File: src/rtl/rfd_pkg.sv
// Shared types and constants for the radar fall detector.
// Used by rfd_serdiv, radar_fall_detector, rfd_fall_checker and the testbench top; depends on nothing.
`default_nettype none

package rfd_pkg;

    // Field and register widths
    localparam int MOTION_W  = 16;
    localparam int DIST_W    = 16;
    localparam int TIME_W    = 32;
    localparam int THR_W     = 16;
    localparam int SETTLE_W  = 20;
    localparam int CONF_W    = 10;
    localparam int STATE_W   = 2;
    localparam int CFG_IDX_W = 3;
    localparam int CFG_DAT_W = 20;

    localparam int IN_DATA_W  = 72;
    localparam int OUT_DATA_W = 32;

    // Serial divider geometry
    localparam int DIV_W     = 32;
    localparam int DIVISOR_W = THR_W + 1;
    localparam int DIV_CNT_W = $clog2(DIV_W);

    // Configuration register indexes
    localparam logic [CFG_IDX_W-1:0] CFG_IMPACT  = 3'd0;
    localparam logic [CFG_IDX_W-1:0] CFG_STILL   = 3'd1;
    localparam logic [CFG_IDX_W-1:0] CFG_RECOVER = 3'd2;
    localparam logic [CFG_IDX_W-1:0] CFG_DSTEP   = 3'd3;
    localparam logic [CFG_IDX_W-1:0] CFG_SETTLE  = 3'd4;

    // Reset values of the configuration registers
    localparam logic [THR_W-1:0]    RST_IMPACT  = 16'd2048;
    localparam logic [THR_W-1:0]    RST_STILL   = 16'd512;
    localparam logic [THR_W-1:0]    RST_RECOVER = 16'd1024;
    localparam logic [THR_W-1:0]    RST_DSTEP   = 16'd300;
    localparam logic [SETTLE_W-1:0] RST_SETTLE  = 20'd10000;

    // Fall phases, also the reported fall_state codes
    localparam logic [STATE_W-1:0] PH_NORMAL    = 2'd0;
    localparam logic [STATE_W-1:0] PH_SUSPECTED = 2'd1;
    localparam logic [STATE_W-1:0] PH_CONFIRMED = 2'd2;

    // Confidence limits in thousandths
    localparam logic [CONF_W-1:0] CONF_SUS_MIN  = 10'd400;
    localparam logic [CONF_W-1:0] CONF_SUS_MAX  = 10'd600;
    localparam logic [CONF_W-1:0] CONF_BUMP     = 10'd100;
    localparam logic [CONF_W-1:0] CONF_CONF_MIN = 10'd700;
    localparam logic [CONF_W-1:0] CONF_CONF_MAX = 10'd950;
    localparam logic [CONF_W-1:0] CONF_BASE     = 10'd600;

    // Elapsed-time quotient bounds where the confirmed clamp takes effect
    localparam logic [DIV_W-1:0] TERM_LOW  = 32'd100;
    localparam logic [DIV_W-1:0] TERM_HIGH = 32'd350;

    localparam logic [DIVISOR_W-1:0] MS_PER_TERM = 17'd20;
    localparam logic [9:0]           MILLI       = 10'd1000;

endpackage

`default_nettype wire

File: src/rtl/rfd_serdiv.sv
// Bit-serial restoring divider: one quotient bit per clock while busy.
// Depends on rfd_pkg for widths.
`default_nettype none

module rfd_serdiv
    import rfd_pkg::*;
(
    input  wire logic                 aclk,
    input  wire logic                 aresetn,
    input  wire logic                 start,
    input  wire logic [DIV_W-1:0]     dividend,
    input  wire logic [DIVISOR_W-1:0] divisor,
    output logic                      done,
    output logic [DIV_W-1:0]          quotient
);

    logic                 busy_reg, busy_next;
    logic                 done_reg, done_next;
    logic [DIV_CNT_W-1:0] cnt_reg, cnt_next;
    logic [DIV_W-1:0]     quo_reg, quo_next;
    logic [DIVISOR_W-1:0] rem_reg, rem_next;
    logic [DIVISOR_W-1:0] dvs_reg, dvs_next;
    logic [DIVISOR_W:0]   trial;
    logic                 fits;

    // Bring the next dividend bit down into the partial remainder
    assign trial = {rem_reg, quo_reg[DIV_W-1]};
    assign fits  = trial >= {1'b0, dvs_reg};

    always_comb begin
        busy_next = busy_reg;
        done_next = 1'b0;
        cnt_next  = cnt_reg;
        quo_next  = quo_reg;
        rem_next  = rem_reg;
        dvs_next  = dvs_reg;
        if (start) begin
            busy_next = 1'b1;
            cnt_next  = '0;
            quo_next  = dividend;
            rem_next  = '0;
            dvs_next  = divisor;
        end else if (busy_reg) begin
            quo_next = {quo_reg[DIV_W-2:0], fits};
            if (fits) begin
                rem_next = DIVISOR_W'(trial - {1'b0, dvs_reg});
            end else begin
                rem_next = trial[DIVISOR_W-1:0];
            end
            cnt_next = cnt_reg + 1'b1;
            if (cnt_reg == DIV_CNT_W'(DIV_W - 1)) begin
                busy_next = 1'b0;
                done_next = 1'b1;
            end
        end
    end

    always_ff @(posedge aclk) begin
        if (!aresetn) begin
            busy_reg <= 1'b0;
            done_reg <= 1'b0;
            cnt_reg  <= '0;
        end else begin
            busy_reg <= busy_next;
            done_reg <= done_next;
            cnt_reg  <= cnt_next;
        end
    end

    always_ff @(posedge aclk) begin
        quo_reg <= quo_next;
        rem_reg <= rem_next;
        dvs_reg <= dvs_next;
    end

    assign done     = done_reg;
    assign quotient = quo_reg;

endmodule

`default_nettype wire

File: src/rtl/radar_fall_detector.sv
// Radar fall detector: one input word per radar frame, zero or one event word out.
// The earliest next frame is taken after the capture and decide steps for a frame
// that raises no event, and after capture, decide and emit for a plain clear.
// A frame that raises a suspected or confirmed fall runs the serial divider (one
// quotient bit per cycle, then a completion flag and the confidence pick) before
// emit; a suspected fall under a zero impact threshold goes straight to emit.
// A finished event waits in the output register, so the next frame is taken
// while it is still pending; a further event is held in the emit state, and
// the input stalls, until the pending word has left. Configuration takes effect
// at once; the user must write it only while no frame is in flight: the block does not enforce it.
// Depends on rfd_pkg and rfd_serdiv.
`default_nettype none

module radar_fall_detector
    import rfd_pkg::*;
(
    input  wire logic                  aclk,
    input  wire logic                  aresetn,
    // configuration write port
    input  wire logic                  cfg_we,
    input  wire logic [CFG_IDX_W-1:0]  cfg_addr,
    input  wire logic [CFG_DAT_W-1:0]  cfg_wdata,
    // frame input
    input  wire logic                  s_tvalid,
    output logic                       s_tready,
    // [0] present, [16:1] motion_score, [32:17] distance_mm, [64:33] now_ms,
    // [65] ack, [71:66] zero
    input  wire logic [IN_DATA_W-1:0]  s_tdata,
    // event output
    output logic                       m_tvalid,
    input  wire logic                  m_tready,
    // [1:0] fall_state, [11:2] confidence_milli, [27:12] event_distance_mm,
    // [31:28] zero
    output logic [OUT_DATA_W-1:0]      m_tdata
);

    localparam logic [1:0] ST_IDLE   = 2'd0;
    localparam logic [1:0] ST_DECIDE = 2'd1;
    localparam logic [1:0] ST_DIV    = 2'd2;
    localparam logic [1:0] ST_EMIT   = 2'd3;

    // configuration
    logic [THR_W-1:0]    impact_reg, still_reg, recover_reg, dstep_reg;
    logic [SETTLE_W-1:0] settle_reg;

    // control state
    logic [1:0]         state_reg, state_next;
    logic [STATE_W-1:0] phase_reg, phase_next;
    logic [TIME_W-1:0]  start_ms_reg, start_ms_next;
    logic [DIST_W-1:0]  last_dist_reg, last_dist_next;
    logic               have_last_reg, have_last_next;
    logic               m_tvalid_reg, m_tvalid_next;

    // captured frame
    logic                present_reg;
    logic [MOTION_W-1:0] motion_reg;
    logic [DIST_W-1:0]   dist_reg;
    logic [TIME_W-1:0]   now_reg;
    logic                ack_reg;

    // pending event
    logic [STATE_W-1:0]    res_state_reg, res_state_next;
    logic [CONF_W-1:0]     res_conf_reg, res_conf_next;
    logic [DIST_W-1:0]     res_dist_reg, res_dist_next;
    logic                  bump_reg, bump_next;
    logic [OUT_DATA_W-1:0] m_tdata_reg, m_tdata_next;

    // divider
    logic                 div_start;
    logic [DIV_W-1:0]     div_dividend;
    logic [DIVISOR_W-1:0] div_divisor;
    logic                 div_done;
    logic [DIV_W-1:0]     div_quo;

    logic              in_fire;
    logic              out_free;
    logic [DIST_W-1:0] dist_diff;
    logic [DIST_W-1:0] step;
    logic [TIME_W-1:0] elapsed;
    logic [25:0]       motion_milli;
    logic [CONF_W-1:0] sus_conf, sus_bumped, conf_conf;

    assign in_fire  = s_tvalid && s_tready;
    assign out_free = !m_tvalid_reg || m_tready;
    assign s_tready = state_reg == ST_IDLE;

    assign dist_diff = (dist_reg >= last_dist_reg) ? DIST_W'(dist_reg - last_dist_reg)
                                                    : DIST_W'(last_dist_reg - dist_reg);
    assign step      = (have_last_reg && present_reg) ? dist_diff : '0;
    assign elapsed   = now_reg - start_ms_reg;
    assign motion_milli = 26'(motion_reg) * 26'(MILLI);

    // clamp the impact ratio, then add the distance bonus and clamp again; also clamp the confirmed confidence
    always_comb begin
        if (div_quo < DIV_W'(CONF_SUS_MIN)) begin
            sus_conf = CONF_SUS_MIN;
        end else if (div_quo > DIV_W'(CONF_SUS_MAX)) begin
            sus_conf = CONF_SUS_MAX;
        end else begin
            sus_conf = div_quo[CONF_W-1:0];
        end
        sus_bumped = sus_conf + CONF_BUMP;
        if (sus_bumped > CONF_SUS_MAX) begin
            sus_bumped = CONF_SUS_MAX;
        end
        if (div_quo >= TERM_HIGH) begin
            conf_conf = CONF_CONF_MAX;
        end else if (div_quo < TERM_LOW) begin
            conf_conf = CONF_CONF_MIN;
        end else begin
            conf_conf = CONF_BASE + div_quo[CONF_W-1:0];
        end
    end

    always_comb begin
        state_next     = state_reg;
        phase_next     = phase_reg;
        start_ms_next  = start_ms_reg;
        last_dist_next = last_dist_reg;
        have_last_next = have_last_reg;
        res_state_next = res_state_reg;
        res_conf_next  = res_conf_reg;
        res_dist_next  = res_dist_reg;
        bump_next      = bump_reg;
        m_tvalid_next  = m_tvalid_reg;
        m_tdata_next   = m_tdata_reg;
        div_start      = 1'b0;
        div_dividend   = {6'd0, motion_milli};
        div_divisor    = {impact_reg, 1'b0};

        if (m_tvalid_reg && m_tready) begin
            m_tvalid_next = 1'b0;
        end

        unique case (state_reg)
            ST_IDLE: begin
                if (in_fire) begin
                    state_next = ST_DECIDE;
                end
            end
            ST_DECIDE: begin
                if (present_reg) begin
                    last_dist_next = dist_reg;
                    have_last_next = 1'b1;
                end
                res_state_next = PH_NORMAL;
                res_conf_next  = '0;
                res_dist_next  = dist_reg;
                state_next     = ST_IDLE;
                if (ack_reg && (phase_reg == PH_SUSPECTED || phase_reg == PH_CONFIRMED)) begin
                    phase_next = PH_NORMAL;
                    state_next = ST_EMIT;
                end else if (phase_reg == PH_SUSPECTED) begin
                    if (!present_reg) begin
                        phase_next    = PH_NORMAL;
                        res_dist_next = '0;
                        state_next    = ST_EMIT;
                    end else if (motion_reg > still_reg) begin
                        phase_next = PH_NORMAL;
                        state_next = ST_EMIT;
                    end else if (elapsed >= TIME_W'(settle_reg)) begin
                        phase_next     = PH_CONFIRMED;
                        res_state_next = PH_CONFIRMED;
                        div_start      = 1'b1;
                        div_dividend   = elapsed;
                        div_divisor    = MS_PER_TERM;
                        state_next     = ST_DIV;
                    end
                end else if (phase_reg == PH_CONFIRMED) begin
                    if (!present_reg || motion_reg >= recover_reg) begin
                        phase_next = PH_NORMAL;
                        state_next = ST_EMIT;
                    end
                end else begin
                    // normal phase, and the unused code handled as normal
                    phase_next = PH_NORMAL;
                    if (present_reg && motion_reg >= impact_reg) begin
                        phase_next     = PH_SUSPECTED;
                        start_ms_next  = now_reg;
                        res_state_next = PH_SUSPECTED;
                        bump_next      = step >= dstep_reg;
                        if (impact_reg == '0) begin
                            res_conf_next = CONF_SUS_MAX;
                            state_next    = ST_EMIT;
                        end else begin
                            div_start  = 1'b1;
                            state_next = ST_DIV;
                        end
                    end
                end
            end
            ST_DIV: begin
                if (div_done) begin
                    if (res_state_reg == PH_CONFIRMED) begin
                        res_conf_next = conf_conf;
                    end else begin
                        res_conf_next = bump_reg ? sus_bumped : sus_conf;
                    end
                    state_next = ST_EMIT;
                end
            end
            ST_EMIT: begin
                // hold until the output register is free
                if (out_free) begin
                    m_tvalid_next = 1'b1;
                    m_tdata_next  = {4'd0, res_dist_reg, res_conf_reg, res_state_reg};
                    state_next    = ST_IDLE;
                end
            end
            default: begin
                state_next = ST_IDLE;
            end
        endcase
    end

    always_ff @(posedge aclk) begin
        if (!aresetn) begin
            impact_reg    <= RST_IMPACT;
            still_reg     <= RST_STILL;
            recover_reg   <= RST_RECOVER;
            dstep_reg     <= RST_DSTEP;
            settle_reg    <= RST_SETTLE;
            state_reg     <= ST_IDLE;
            phase_reg     <= PH_NORMAL;
            start_ms_reg  <= '0;
            last_dist_reg <= '0;
            have_last_reg <= 1'b0;
            m_tvalid_reg  <= 1'b0;
        end else begin
            if (cfg_we) begin
                unique case (cfg_addr)
                    CFG_IMPACT:  impact_reg  <= cfg_wdata[THR_W-1:0];
                    CFG_STILL:   still_reg   <= cfg_wdata[THR_W-1:0];
                    CFG_RECOVER: recover_reg <= cfg_wdata[THR_W-1:0];
                    CFG_DSTEP:   dstep_reg   <= cfg_wdata[THR_W-1:0];
                    CFG_SETTLE:  settle_reg  <= cfg_wdata[SETTLE_W-1:0];
                    default: begin
                    end
                endcase
            end
            state_reg     <= state_next;
            phase_reg     <= phase_next;
            start_ms_reg  <= start_ms_next;
            last_dist_reg <= last_dist_next;
            have_last_reg <= have_last_next;
            m_tvalid_reg  <= m_tvalid_next;
        end
    end

    always_ff @(posedge aclk) begin
        if (in_fire) begin
            present_reg <= s_tdata[0];
            motion_reg  <= s_tdata[16:1];
            dist_reg    <= s_tdata[32:17];
            now_reg     <= s_tdata[64:33];
            ack_reg     <= s_tdata[65];
        end
        res_state_reg <= res_state_next;
        res_conf_reg  <= res_conf_next;
        res_dist_reg  <= res_dist_next;
        bump_reg      <= bump_next;
        m_tdata_reg   <= m_tdata_next;
    end

    rfd_serdiv u_div (
        .aclk     (aclk),
        .aresetn  (aresetn),
        .start    (div_start),
        .dividend (div_dividend),
        .divisor  (div_divisor),
        .done     (div_done),
        .quotient (div_quo)
    );

    assign m_tvalid = m_tvalid_reg;
    assign m_tdata  = m_tdata_reg;

endmodule

`default_nettype wire

File: config.mk
export PLATFORM = sky130hd
export DESIGN_NAME = radar_fall_detector
export DESIGN_NICKNAME = d
export VERILOG_FILES = /design/src/rtl/rfd_pkg.sv /design/src/rtl/rfd_serdiv.sv /design/src/rtl/radar_fall_detector.sv
export SDC_FILE = /design/constraint.sdc
export NUM_CORES = 1
export LEC_CHECK = 0
export BUFFER_PORTS_ARGS = -buffer_cell sky130_fd_sc_hd__buf_2
export CORE_UTILIZATION = 40
export CTS_CLUSTER_DIAMETER = 80
export CTS_CLUSTER_SIZE = 12
export DETAILED_ROUTE_END_ITERATION = 10
export GPL_TIMING_DRIVEN = 0
export PLACE_DENSITY = 0.61
export SYNTH_ARGS = -nofsm -noshare
export SYNTH_HDL_FRONTEND = slang
export SYNTH_SLANG_ARGS = --single-unit
File: constraint.sdc
create_clock -name aclk -period 11.35 [get_ports aclk]
set_clock_uncertainty 0.1 [all_clocks]
set_input_delay 0.5675 -clock aclk [delete_from_list [all_inputs] [get_ports aclk]]
set_output_delay 0.5675 -clock aclk [all_outputs]
set_load 0.01 [all_outputs]
==> results of run 1 <==
-- area by class of cell --
type	count	share of cell area
buffer	93	0.0175
clock buffer	56	0.0399
clock inverter	5	0.00319
inverter	282	0.0428
multi-input combinational	1649	0.497
sequential	333	0.339
tap	696	0.0352
timing repair buffer	123	0.0258
-- how the worst min path moves through the flow --
| stage | startpoint | endpoint | slack (ns) | cells past startpoint |
|---|---|---|---|---|
| 6_report | s_tdata[19] | dist_reg[2]$_DFFE_PP_ | 0.07 | 1 |
| 3_3_place_gp | res_dist_reg[11]$_DFFE_PP_ | m_tdata[23]$_DFFE_PP_ | 0.30 | 0 |
| 2_1_floorplan | res_conf_reg[8]$_SDFFCE_PN0P_ | m_tdata[10]$_DFFE_PP_ | 0.30 | 0 |
| 4_1_cts | s_tdata[19] | dist_reg[2]$_DFFE_PP_ | 0.04 | 1 |
| 3_5_place_dp | res_dist_reg[3]$_DFFE_PP_ | m_tdata[15]$_DFFE_PP_ | 0.30 | 0 |
| 5_1_grt | s_tdata[35] | now_reg[2]$_DFFE_PP_ | 0.06 | 1 |
-- critical path: cells and delay by family (launching register included) --
family | cells | cell delay, ns
buf+inv | 3 | 0.47
compound gates | 10 | 1.96
simple gates | 7 | 2.12
flops | 1 | 0.40
fa+ha+maj | 2 | 0.63
xor+xnor | 1 | 0.44
-- routing by layer --
layer | global-route usage | share of wire
met1 | 0.292 | 0.47
met2 | 0.338 | 0.44
met3 | 0.0394 | 0.058
met4 | 0.0635 | 0.029
met5 | 0 | 0
-- synth_stat cells (24+ instances only) --
cell and number:
nand2_1 278, nor2_1 149, nor3_1 27, clkbuf_1 70, nand3_1 32, and2_1 26
o21ai_0 73, o211ai_1 25, edfxtp_1 171, nor2b_1 56, a21oi_1 143, fa_1 58
xnor2_1 50, a21o_1 48, dfxtp_1 162, inv_1 282, mux2i_1 36, a21boi_0 97
ha_1 223, xor2_1 24
-- power by group --
group / total, mW / internal (mW) / switching, mW
clock network: 1.12 / 0.625 / 0.497
registers: 1.43 / 1.36 / 0.0712
logic: 2.01 / 0.905 / 1.11
-- logic make-up (layout without fill, tap and decap cells) --
family / count (synthesis) / in the layout / synth area share
flops: 333 / 333 / 0.378
mux: 72 / 72 / 0.0353
xor+xnor: 74 / 74 / 0.0293
simple gates: 684 / 684 / 0.147
compound gates: 534 / 534 / 0.164
fa+ha+maj: 281 / 281 / 0.178
other cells: 1 / 4 / 0.000169
buf+inv: 375 / 559 / 0.0673
==> run metrics, run 1 <==
largest net degree at the start of global routing 44; initial antenna violation count 1; post-CTS setup buffer count 0; placed instance count 3176; Die Ht 237 um; post-synthesis sequential area ratio 0.378; Clock Sinks between 300 and 400; vias in the first global route between 15000 and 20000; CP arrival around 6.6 ns; gr ovfl total 0; Max VDD drop about 0.00011 V; clk slew on worst S/H paths roughly 0.06 ns; final antenna-violating net count 0; die area 56300 um2; worst hold slack about 0.073 ns; area delta synth->final 11.7%; DR WL/cell 18.3 um; ys flop type edfxtp_1; Total GRT Usage 0.212; ANT cells 0; Yosys cell types slightly below 90; Yosys reg bits ~330; Multi-input gate area around 12000 um2; Num CTS Buffers 35; most common cell after layout, fill and taps aside inv_1; global-route wire length before repair between 90000 and 100000 um; reg-to-reg slack, setup 4.82 ns; min-delay worst type in2reg; register area around 8400 um2; Final Power 4.56 mW; Layout Nets 2898; Final Cycle Share 0.575; fin cells between 3000 and 4000; crit path launch now_reg[14]$_DFFE_PP_; FP Rows between 80 and 90; Required @ worst endpoint ~11 ns; Pwr Density between 150 and 200 nW/um2; critical path startpoint category register; leakage power 9.91 nW; # IOs roughly 130; DRT iter0 DRCs 1042; Resize count post-CTS 0; commonest non-fill, non-tap cells in the layout inv_1, nand2_1, ha_1; total core area ~54000 um2; clk buf depth 3; dpl hpwl 45800 um; max incr delay on CP 0.58 ns; Pre-antenna DRT Iters 6; synth top area cells edfxtp_1, dfxtp_1, ha_1; Post-synth ARST share 0; routed wire length just under 60000 um; critical path type reg2reg; die span in x 237 um; Synth top area share 0.232; DR vias about 17000; synthesized area 22100 um2; critical path capture point type register; status completed; Post-Place Worst Slack around 4.9 ns; Setup crit end u_div.quotient[29]$_DFFE_PP_; # setup viols final 0; crit path cell chain ha_1 > buf_2 > nand4_1 > a2111oi_0 > o41ai_1 > nand2_1 > nor2_1 > inv_1 > a21o_1 > a21oi_1 > xnor2_1 > ha_1 > a21o_1 > a21o_1 > a21oi_1 > o221ai_1 > or4_1 > nor4_1 > and4bb_2 > a31oi_4 > o21a_2 > buf_6 > or2_2; Cells after Synth ~2400; post-synth top area cell edfxtp_1; RR Startpoint now_reg[14]$_DFFE_PP_; Root Buffer Master clkbuf_16; CP max stage cell or2_2; H-tree levels 2; clock latency on the worst-skew pair around 0.57 ns; TritonCTS clock tree built; most frequent CP cell a21o_1; I/O Buffers 122; # DRC 0; design area approximately 25000 um2; Crit Path Max Fanout 32; final setup TNS 0 ns; area post-placement between 20000 and 25000 um2; min cycle time layout 6.53 ns; Slew headroom 0.318; Starting Density 0.408; fin worst setup slack approximately 4.8 ns; worst slew pin tran 1.02 ns; share of cells above drive strength 1 0.102; final hold vios 0; number of flops mapped to enable cells by yosys between 150 and 200; Final Util 0.456; fmax 0.153 GHz; Fillers 5266; drt via density around 5.3; maxcap violations 0; Pins Over Slew Limit 0; yosys warns 0; Synth Area per Inst approximately 9.4 um2; RSZ-0062 raised after global routing false; cells on worst reg2reg path 23; hold_buf cts 0; gpl congestion between 0.9 and 1; worst reg2reg endpoint u_div.quotient[29]$_DFFE_PP_
No activity file was read; power rests on OpenSTA's default activity.
==> run 2: changes to the inputs <==
PLACE_DENSITY = 0.63   (was 0.61)
clock period = 5.4 ns   (was 11.35 ns; I/O delays follow)
==> run metrics, run 2 (synthesis results as in run 1) <==
Pwr Density 386 nW/um2 (was 184 nW/um2); most frequent CP cell a21o_1 (unchanged); most common cell after layout, fill and taps aside inv_1 (unchanged); crit path launch now_reg[5]$_DFFE_PP_ (was now_reg[14]$_DFFE_PP_); Fillers 5037 (was 5266); placed instance count 3176 (unchanged); clk slew on worst S/H paths 0.07 ns (was 0.06 ns); vias in the first global route 17500 (was 16800); largest net degree at the start of global routing 46 (was 44); worst reg2reg endpoint u_div.quotient[14]$_DFFE_PP_ (was u_div.quotient[29]$_DFFE_PP_); Final Cycle Share 1.02 (was 0.575); leakage power 10.8 nW (was 9.91 nW); final hold vios 0 (unchanged); Pre-antenna DRT Iters 5 (was 6); clock latency on the worst-skew pair 0.56 ns (was 0.57 ns); clk buf depth 3 (unchanged); min cycle time layout 5.52 ns (was 6.53 ns); I/O Buffers 122 (unchanged); min-delay worst type in2reg (unchanged); max incr delay on CP 0.44 ns (was 0.58 ns); Worst Path Buf+Inv 2 (was 3); area delta synth->final 21.5% (was 11.7%); RR Startpoint now_reg[5]$_DFFE_PP_ (was now_reg[14]$_DFFE_PP_); total core area 54200 um2 (unchanged); Metal-1 WL 27600 um (was 27900 um); ANT cells 0 (unchanged); share of cells above drive strength 1 0.155 (was 0.102); # DRC 0 (unchanged); Setup crit end u_div.quotient[14]$_DFFE_PP_ (was u_div.quotient[29]$_DFFE_PP_); critical path capture point type register (unchanged); status finished, violations left (was completed); final antenna-violating net count 0 (unchanged); Top Layer Used met4 (unchanged); dpl hpwl 45500 um (was 45800 um); RSZ-0062 raised after global routing true (was false); Final Power 10.4 mW (was 4.56 mW); Pins Over Slew Limit 0 (unchanged); die span in x 237 um (unchanged); reg-to-reg slack, setup -0.12 ns (was 4.82 ns); CP max stage cell or4_4 (was or2_2); commonest non-fill, non-tap cells in the layout inv_1, nand2_1, ha_1 (unchanged); crit path cell chain ha_1 > o21ai_1 > a2111oi_4 > o41ai_2 > nand2_2 > nor2_4 > inv_2 > a21o_1 > a21oi_2 > xnor2_2 > ha_1 > a21o_1 > a21o_1 > a21oi_2 > o221ai_1 > or4_4 > nor4_4 > and4bb_2 > a31oi_4 > o21a_4 > clkbuf_16 > mux2_4 (was ha_1 > buf_2 > nand4_1 > a2111oi_0 > o41ai_1 > nand2_1 > nor2_1 > inv_1 > a21o_1 > a21oi_1 > xnor2_1 > ha_1 > a21o_1 > a21o_1 > a21oi_1 > o221ai_1 > or4_1 > nor4_1 > and4bb_2 > a31oi_4 > o21a_2 > buf_6 > or2_2); cells on worst reg2reg path 22 (was 23); # setup viols final 70 (was 0); TritonCTS clock tree built (unchanged); maxcap violations 0 (unchanged); FP Rows 85 (unchanged); Starting Density 0.408 (unchanged); die area 56300 um2 (unchanged); drt via density 5.31 (was 5.32); routed wl met2 28600 um (was 26200 um); critical path startpoint category register (unchanged); CP arrival 5.74 ns (was 6.62 ns); Max VDD drop 0.000309 V (was 0.000111 V); critical path type reg2reg (unchanged); worst hold slack 0.0720 ns (was 0.0733 ns); DR WL/cell 18.1 um (was 18.3 um); Num CTS Buffers 35 (unchanged); fin cells 3385 (was 3237); Total GRT Usage 0.215 (was 0.212); worst slew pin tran 0.992 ns (was 1.02 ns); routed wire length 61400 um (was 59200 um); register area 8380 um2 (unchanged); initial antenna violation count 0 (was 1); fmax 0.181 GHz (was 0.153 GHz); gr ovfl total 0 (unchanged); Clock Sinks 333 (unchanged); Layout Nets 3046 (was 2898); H-tree levels 2 (unchanged); # IOs 134 (unchanged); instance count on the critical path 22 (was 23); global-route wire length before repair 95400 um (was 93300 um); fin worst setup slack -0.121 ns (was 4.82 ns); Required @ worst endpoint 5.61 ns (was 11.44 ns); Met3 Wirelength 3030 um (was 3400 um); crit-path leading delay family compound AO/OA/AOI/OAI gates (was simple AND/OR/NAND/NOR gates); Slew headroom 0.338 (was 0.318); DR vias 18000 (was 17200); gpl congestion 0.928 (was 0.917); Crit Path Max Fanout 7 (was 32); Die Ht 237 um (unchanged); Multi-input gate area 12900 um2 (was 12300 um2); final setup TNS -4.55 ns (was 0 ns); violated checks negative setup slack; Root Buffer Master clkbuf_16 (unchanged); DRT iter0 DRCs 1215 (was 1042)
-- run 2: changes by cell type in the layout (fill, tap and decap cells not counted), sizes merged, moves of 3 or more --
cell	previous run	this run
dlygate4sd3	0	87
buf	146	199
clkbuf	126	129
or2	8	11
-- run 2: worst min path at each step --
stage                              startpoint                    end  slack [ns]  cells after the start
finish                               m_tready    m_tvalid$_SDFF_PN0_        0.07                      4
global route                         m_tready    m_tvalid$_SDFF_PN0_        0.09                      4
CTS                                  m_tready    m_tvalid$_SDFF_PN0_        0.03                      4
detailed placement  res_dist_reg[9]$_DFFE_PP_  m_tdata[21]$_DFFE_PP_        0.30                      0
global placement    res_dist_reg[2]$_DFFE_PP_  m_tdata[14]$_DFFE_PP_        0.30                      0
floorplan                         s_tdata[65]      ack_reg$_DFFE_PP_        0.27                      0
-- run 2: timing repair --
| item | 4_1_cts | 5_1_grt |
|---|---|---|
| setup buffers | 19 | 33 |
| hold buffers | 87 | 0 |
| resized for setup | 62 | 115 |
| endpoints found under the setup margin | 125 | 125 |
| gates cloned | 3 | 8 |
| pin swaps | 20 | 53 |
| endpoints found under the hold margin | 149 | 0 |
-- run 2: layout make-up --
class,instances,area share
multi-input combinational,1652,0.481
clock inverter,7,0.00219
inverter,282,0.0395
sequential,333,0.311
tap,696,0.0324
timing repair buffer,270,0.0789
buffer,91,0.0190
clock buffer,54,0.0352
-- run 2: power breakdown --
group | switching [mW] | leakage [nW] | internal (mW)
Sequential | 0.134 | 2.93 | 2.85
Combinational | 2.86 | 7.34 | 2.26
Clock | 1.05 | 0.482 | 1.22
-- run 2: routing by layer --
layer | up-vias | GRT usage
li1 | 8798 | -
met1 | 8621 | 0.283
met2 | 434 | 0.359
met3 | 105 | 0.0280
met4 | 0 | 0.0837
met5 | - | 0
-- run 2: per-stage QoR --
step	utilization	instance area (um2)	worst slack, ns
finish	0.496	26900	-0.121
global route	0.496	26900	-0.240
CTS	0.478	25900	-0.260
detailed placement	0.436	23700	-0.989
global placement	0.436	23600	-0.921
floorplan	-	22200	0.00727
-- run 2: worst reg2reg max path, stage by stage (launching register included) --
cell and delay, ns:
edfxtp_1 0.41, ha_1 0.43, o21ai_1 0.17, a2111oi_4 0.40, o41ai_2 0.14, nand2_2 0.14
nor2_4 0.06, inv_2 0.08, a21o_1 0.13, a21oi_2 0.08, xnor2_2 0.24, ha_1 0.29
a21o_1 0.17, a21o_1 0.20, a21oi_2 0.18, o221ai_1 0.13, or4_4 0.44, nor4_4 0.16
and4bb_2 0.36, a31oi_4 0.17, o21a_4 0.29, clkbuf_16 0.20, mux2_4 0.30
==> run 3: changes to the inputs <==
MAX_ROUTING_LAYER = met4   (was unset)
==> run metrics, run 3 (synthesis results as in run 1) <==
area post-placement 23700 um2 (unchanged); Clock Sinks 333 (unchanged); fin worst setup slack -0.172 ns (was -0.121 ns); total core area 54200 um2 (unchanged); placed instance count 3176 (unchanged); vias in the first global route 17700 (was 17500); Met3 Wirelength 2920 um (was 3030 um); # DRC 0 (unchanged); Final Util 0.496 (about the same); Multi-input gate area 12900 um2 (about the same); crit path cell chain ha_1 > buf_6 > nand4_1 > a2111oi_4 > o41ai_2 > nand2_2 > nor2_4 > inv_1 > a21o_1 > a21oi_2 > xnor2_2 > ha_1 > a21o_1 > a21o_1 > a21oi_2 > o221ai_1 > or4_1 > nor4_2 > and4bb_2 > a31oi_4 > o21a_4 > clkbuf_16 > mux2_4 (was ha_1 > o21ai_1 > a2111oi_4 > o41ai_2 > nand2_2 > nor2_4 > inv_2 > a21o_1 > a21oi_2 > xnor2_2 > ha_1 > a21o_1 > a21o_1 > a21oi_2 > o221ai_1 > or4_4 > nor4_4 > and4bb_2 > a31oi_4 > o21a_4 > clkbuf_16 > mux2_4); drt via density 5.29 (was 5.31); TritonCTS clock tree built (unchanged); Pre-antenna DRT Iters 5 (unchanged); clock latency on the worst-skew pair 0.56 ns (about the same); Starting Density 0.408 (unchanged); initial antenna violation count 1 (was 0); Layout Nets 3039 (was 3046); worst hold slack 0.0677 ns (was 0.0720 ns); largest net degree at the start of global routing 46 (unchanged); routed wl met2 29100 um (was 28600 um); most common cell after layout, fill and taps aside inv_1 (unchanged); clk slew on worst S/H paths 0.07 ns (about the same); # IOs 134 (unchanged); I/O Buffers 122 (unchanged); Num CTS Buffers 35 (unchanged); global-route wire length before repair 96200 um (was 95400 um); status finished, violations left (unchanged); Fillers 5002 (was 5037); dpl hpwl 46000 um (was 45500 um); gr ovfl total 0 (unchanged); leakage power 10.7 nW (was 10.8 nW); most frequent CP cell a21o_1 (unchanged); Pwr Density 379 nW/um2 (was 386 nW/um2); Final Cycle Share 1.03 (was 1.02); Max VDD drop 0.000307 V (was 0.000309 V); combinational share of power 0.482 (was 0.493); share of cells above drive strength 1 0.152 (was 0.155); final antenna-violating net count 0 (unchanged); commonest non-fill, non-tap cells in the layout inv_1, nand2_1, ha_1 (unchanged); CP arrival 5.79 ns (was 5.74 ns); Required @ worst endpoint 5.61 ns (about the same); critical path startpoint category register (unchanged); Final Power 10.2 mW (was 10.4 mW); DR WL/cell 18.4 um (was 18.1 um); die area 56300 um2 (unchanged); Crit Path Max Fanout 10 (was 7); violated checks negative setup slack (unchanged); Worst Path Buf+Inv 3 (was 2); maxcap violations 0 (unchanged); Die Ht 237 um (unchanged); area delta synth->final 21.6% (was 21.5%); sw frac 0.389 (was 0.390); DRT iter0 DRCs 1013 (was 1215); clock network fraction of total power 0.225 (was 0.219); sequential share of power 0.293 (was 0.288); fmax 0.179 GHz (was 0.181 GHz); CP max stage cell or4_1 (was or4_4); clk buf depth 3 (unchanged); Slew headroom 0.393 (was 0.338); fin cells 3380 (was 3385); Metal-1 WL 28000 um (was 27600 um); crit-path leading delay family compound AO/OA/AOI/OAI gates (unchanged); RSZ-0062 raised after global routing true (unchanged); max incr delay on CP 0.43 ns (was 0.44 ns); register area 8380 um2 (unchanged); # setup viols final 104 (was 70); critical path type reg2reg (unchanged); gpl congestion 0.929 (was 0.928); Root Buffer Master clkbuf_16 (unchanged); min cycle time layout 5.57 ns (was 5.52 ns); min-delay worst type in2reg (unchanged); Top Layer Used met4 (unchanged); H-tree levels 2 (unchanged); die span in x 237 um (unchanged); final hold vios 0 (unchanged); design area 26900 um2 (about the same); Total GRT Usage 0.224 (was 0.215); FP Rows 85 (unchanged); Pins Over Slew Limit 0 (unchanged); P_sw 3.97 mW (was 4.05 mW); DR vias 17900 (was 18000); Internal 6.24 mW (was 6.33 mW); worst slew pin tran 0.910 ns (was 0.992 ns); routed wire length 62000 um (was 61400 um); critical path capture point type register (unchanged)
## run 3: worst register-to-register path: cells and delay by family (launching register included)
| family | cells | cell delay (ns) |
|---|---|---|
| AOI/OAI and AO/OA | 10 | 1.75 |
| xor gates and xnor gates | 1 | 0.23 |
| buffers and inverters | 3 | 0.48 |
| DFF | 1 | 0.41 |
| muxes | 1 | 0.30 |
| and+or+nand+nor | 6 | 1.43 |
| adders and majority gates | 2 | 0.61 |
## run 3: final timing paths
path / start / end / slack [ns] / cells past startpoint
max reg2reg: now_reg[14]$_DFFE_PP_ / u_div.quotient[11]$_DFFE_PP_ / -0.17 / 23
min: m_tready / m_tvalid$_SDFF_PN0_ / 0.07 / 4
min reg2reg: res_conf_reg[2]$_SDFFCE_PN0P_ / m_tdata[4]$_DFFE_PP_ / 0.31 / 0
max: now_reg[14]$_DFFE_PP_ / u_div.quotient[11]$_DFFE_PP_ / -0.17 / 23
## run 3: power groups by stage
stage          Sequential (mW)  Combinational (mW)  Clock [mW]
4_1_cts                   2.99                4.64        2.36
2_1_floorplan             3.00                3.27           0
3_5_place_dp              3.05                4.44           0
5_1_grt                   3.01                5.41        2.44
6_report                  2.99                4.92        2.29
3_3_place_gp              3.06                4.36           0
## run 3: metal layers
metal  track usage  vias up
met5             -        -
met4        0.0759        0
met3        0.0315      113
met2         0.366      416
met1         0.284     8589
li1              -     8776
## run 3: area by class of cell
| class | count | share of cell area |
|---|---|---|
| Buffer | 92 | 0.0192 |
| Clock inverter | 9 | 0.00228 |
| Sequential cell | 333 | 0.311 |
| Antenna cell | 1 | 0.0000930 |
| Inverter | 282 | 0.0393 |
| Tap cell | 696 | 0.0324 |
| Timing Repair Buffer | 262 | 0.0793 |
| Clock buffer | 53 | 0.0354 |
| Multi-Input combinational cell | 1652 | 0.481 |
## run 3: through the flow
stage	TNS, ns	worst slack [ns]
after CTS	-21.79	-0.277
after global placement	-63.27	-0.905
final	-11.78	-0.172
after detailed placement	-80.24	-1.05
after global routing	-31.60	-0.341
after floorplan	0	0.00727
## run 3: timing repair
action / CTS / global route
endpoints found under the hold margin: 138 / 0
buffers inserted: 30 / 16
endpoints found under the setup margin: 125 / 125
cloned: 4 / 6
gates resized for setup: 91 / 91
pin swaps: 18 / 45
hold buffers: 87 / 0
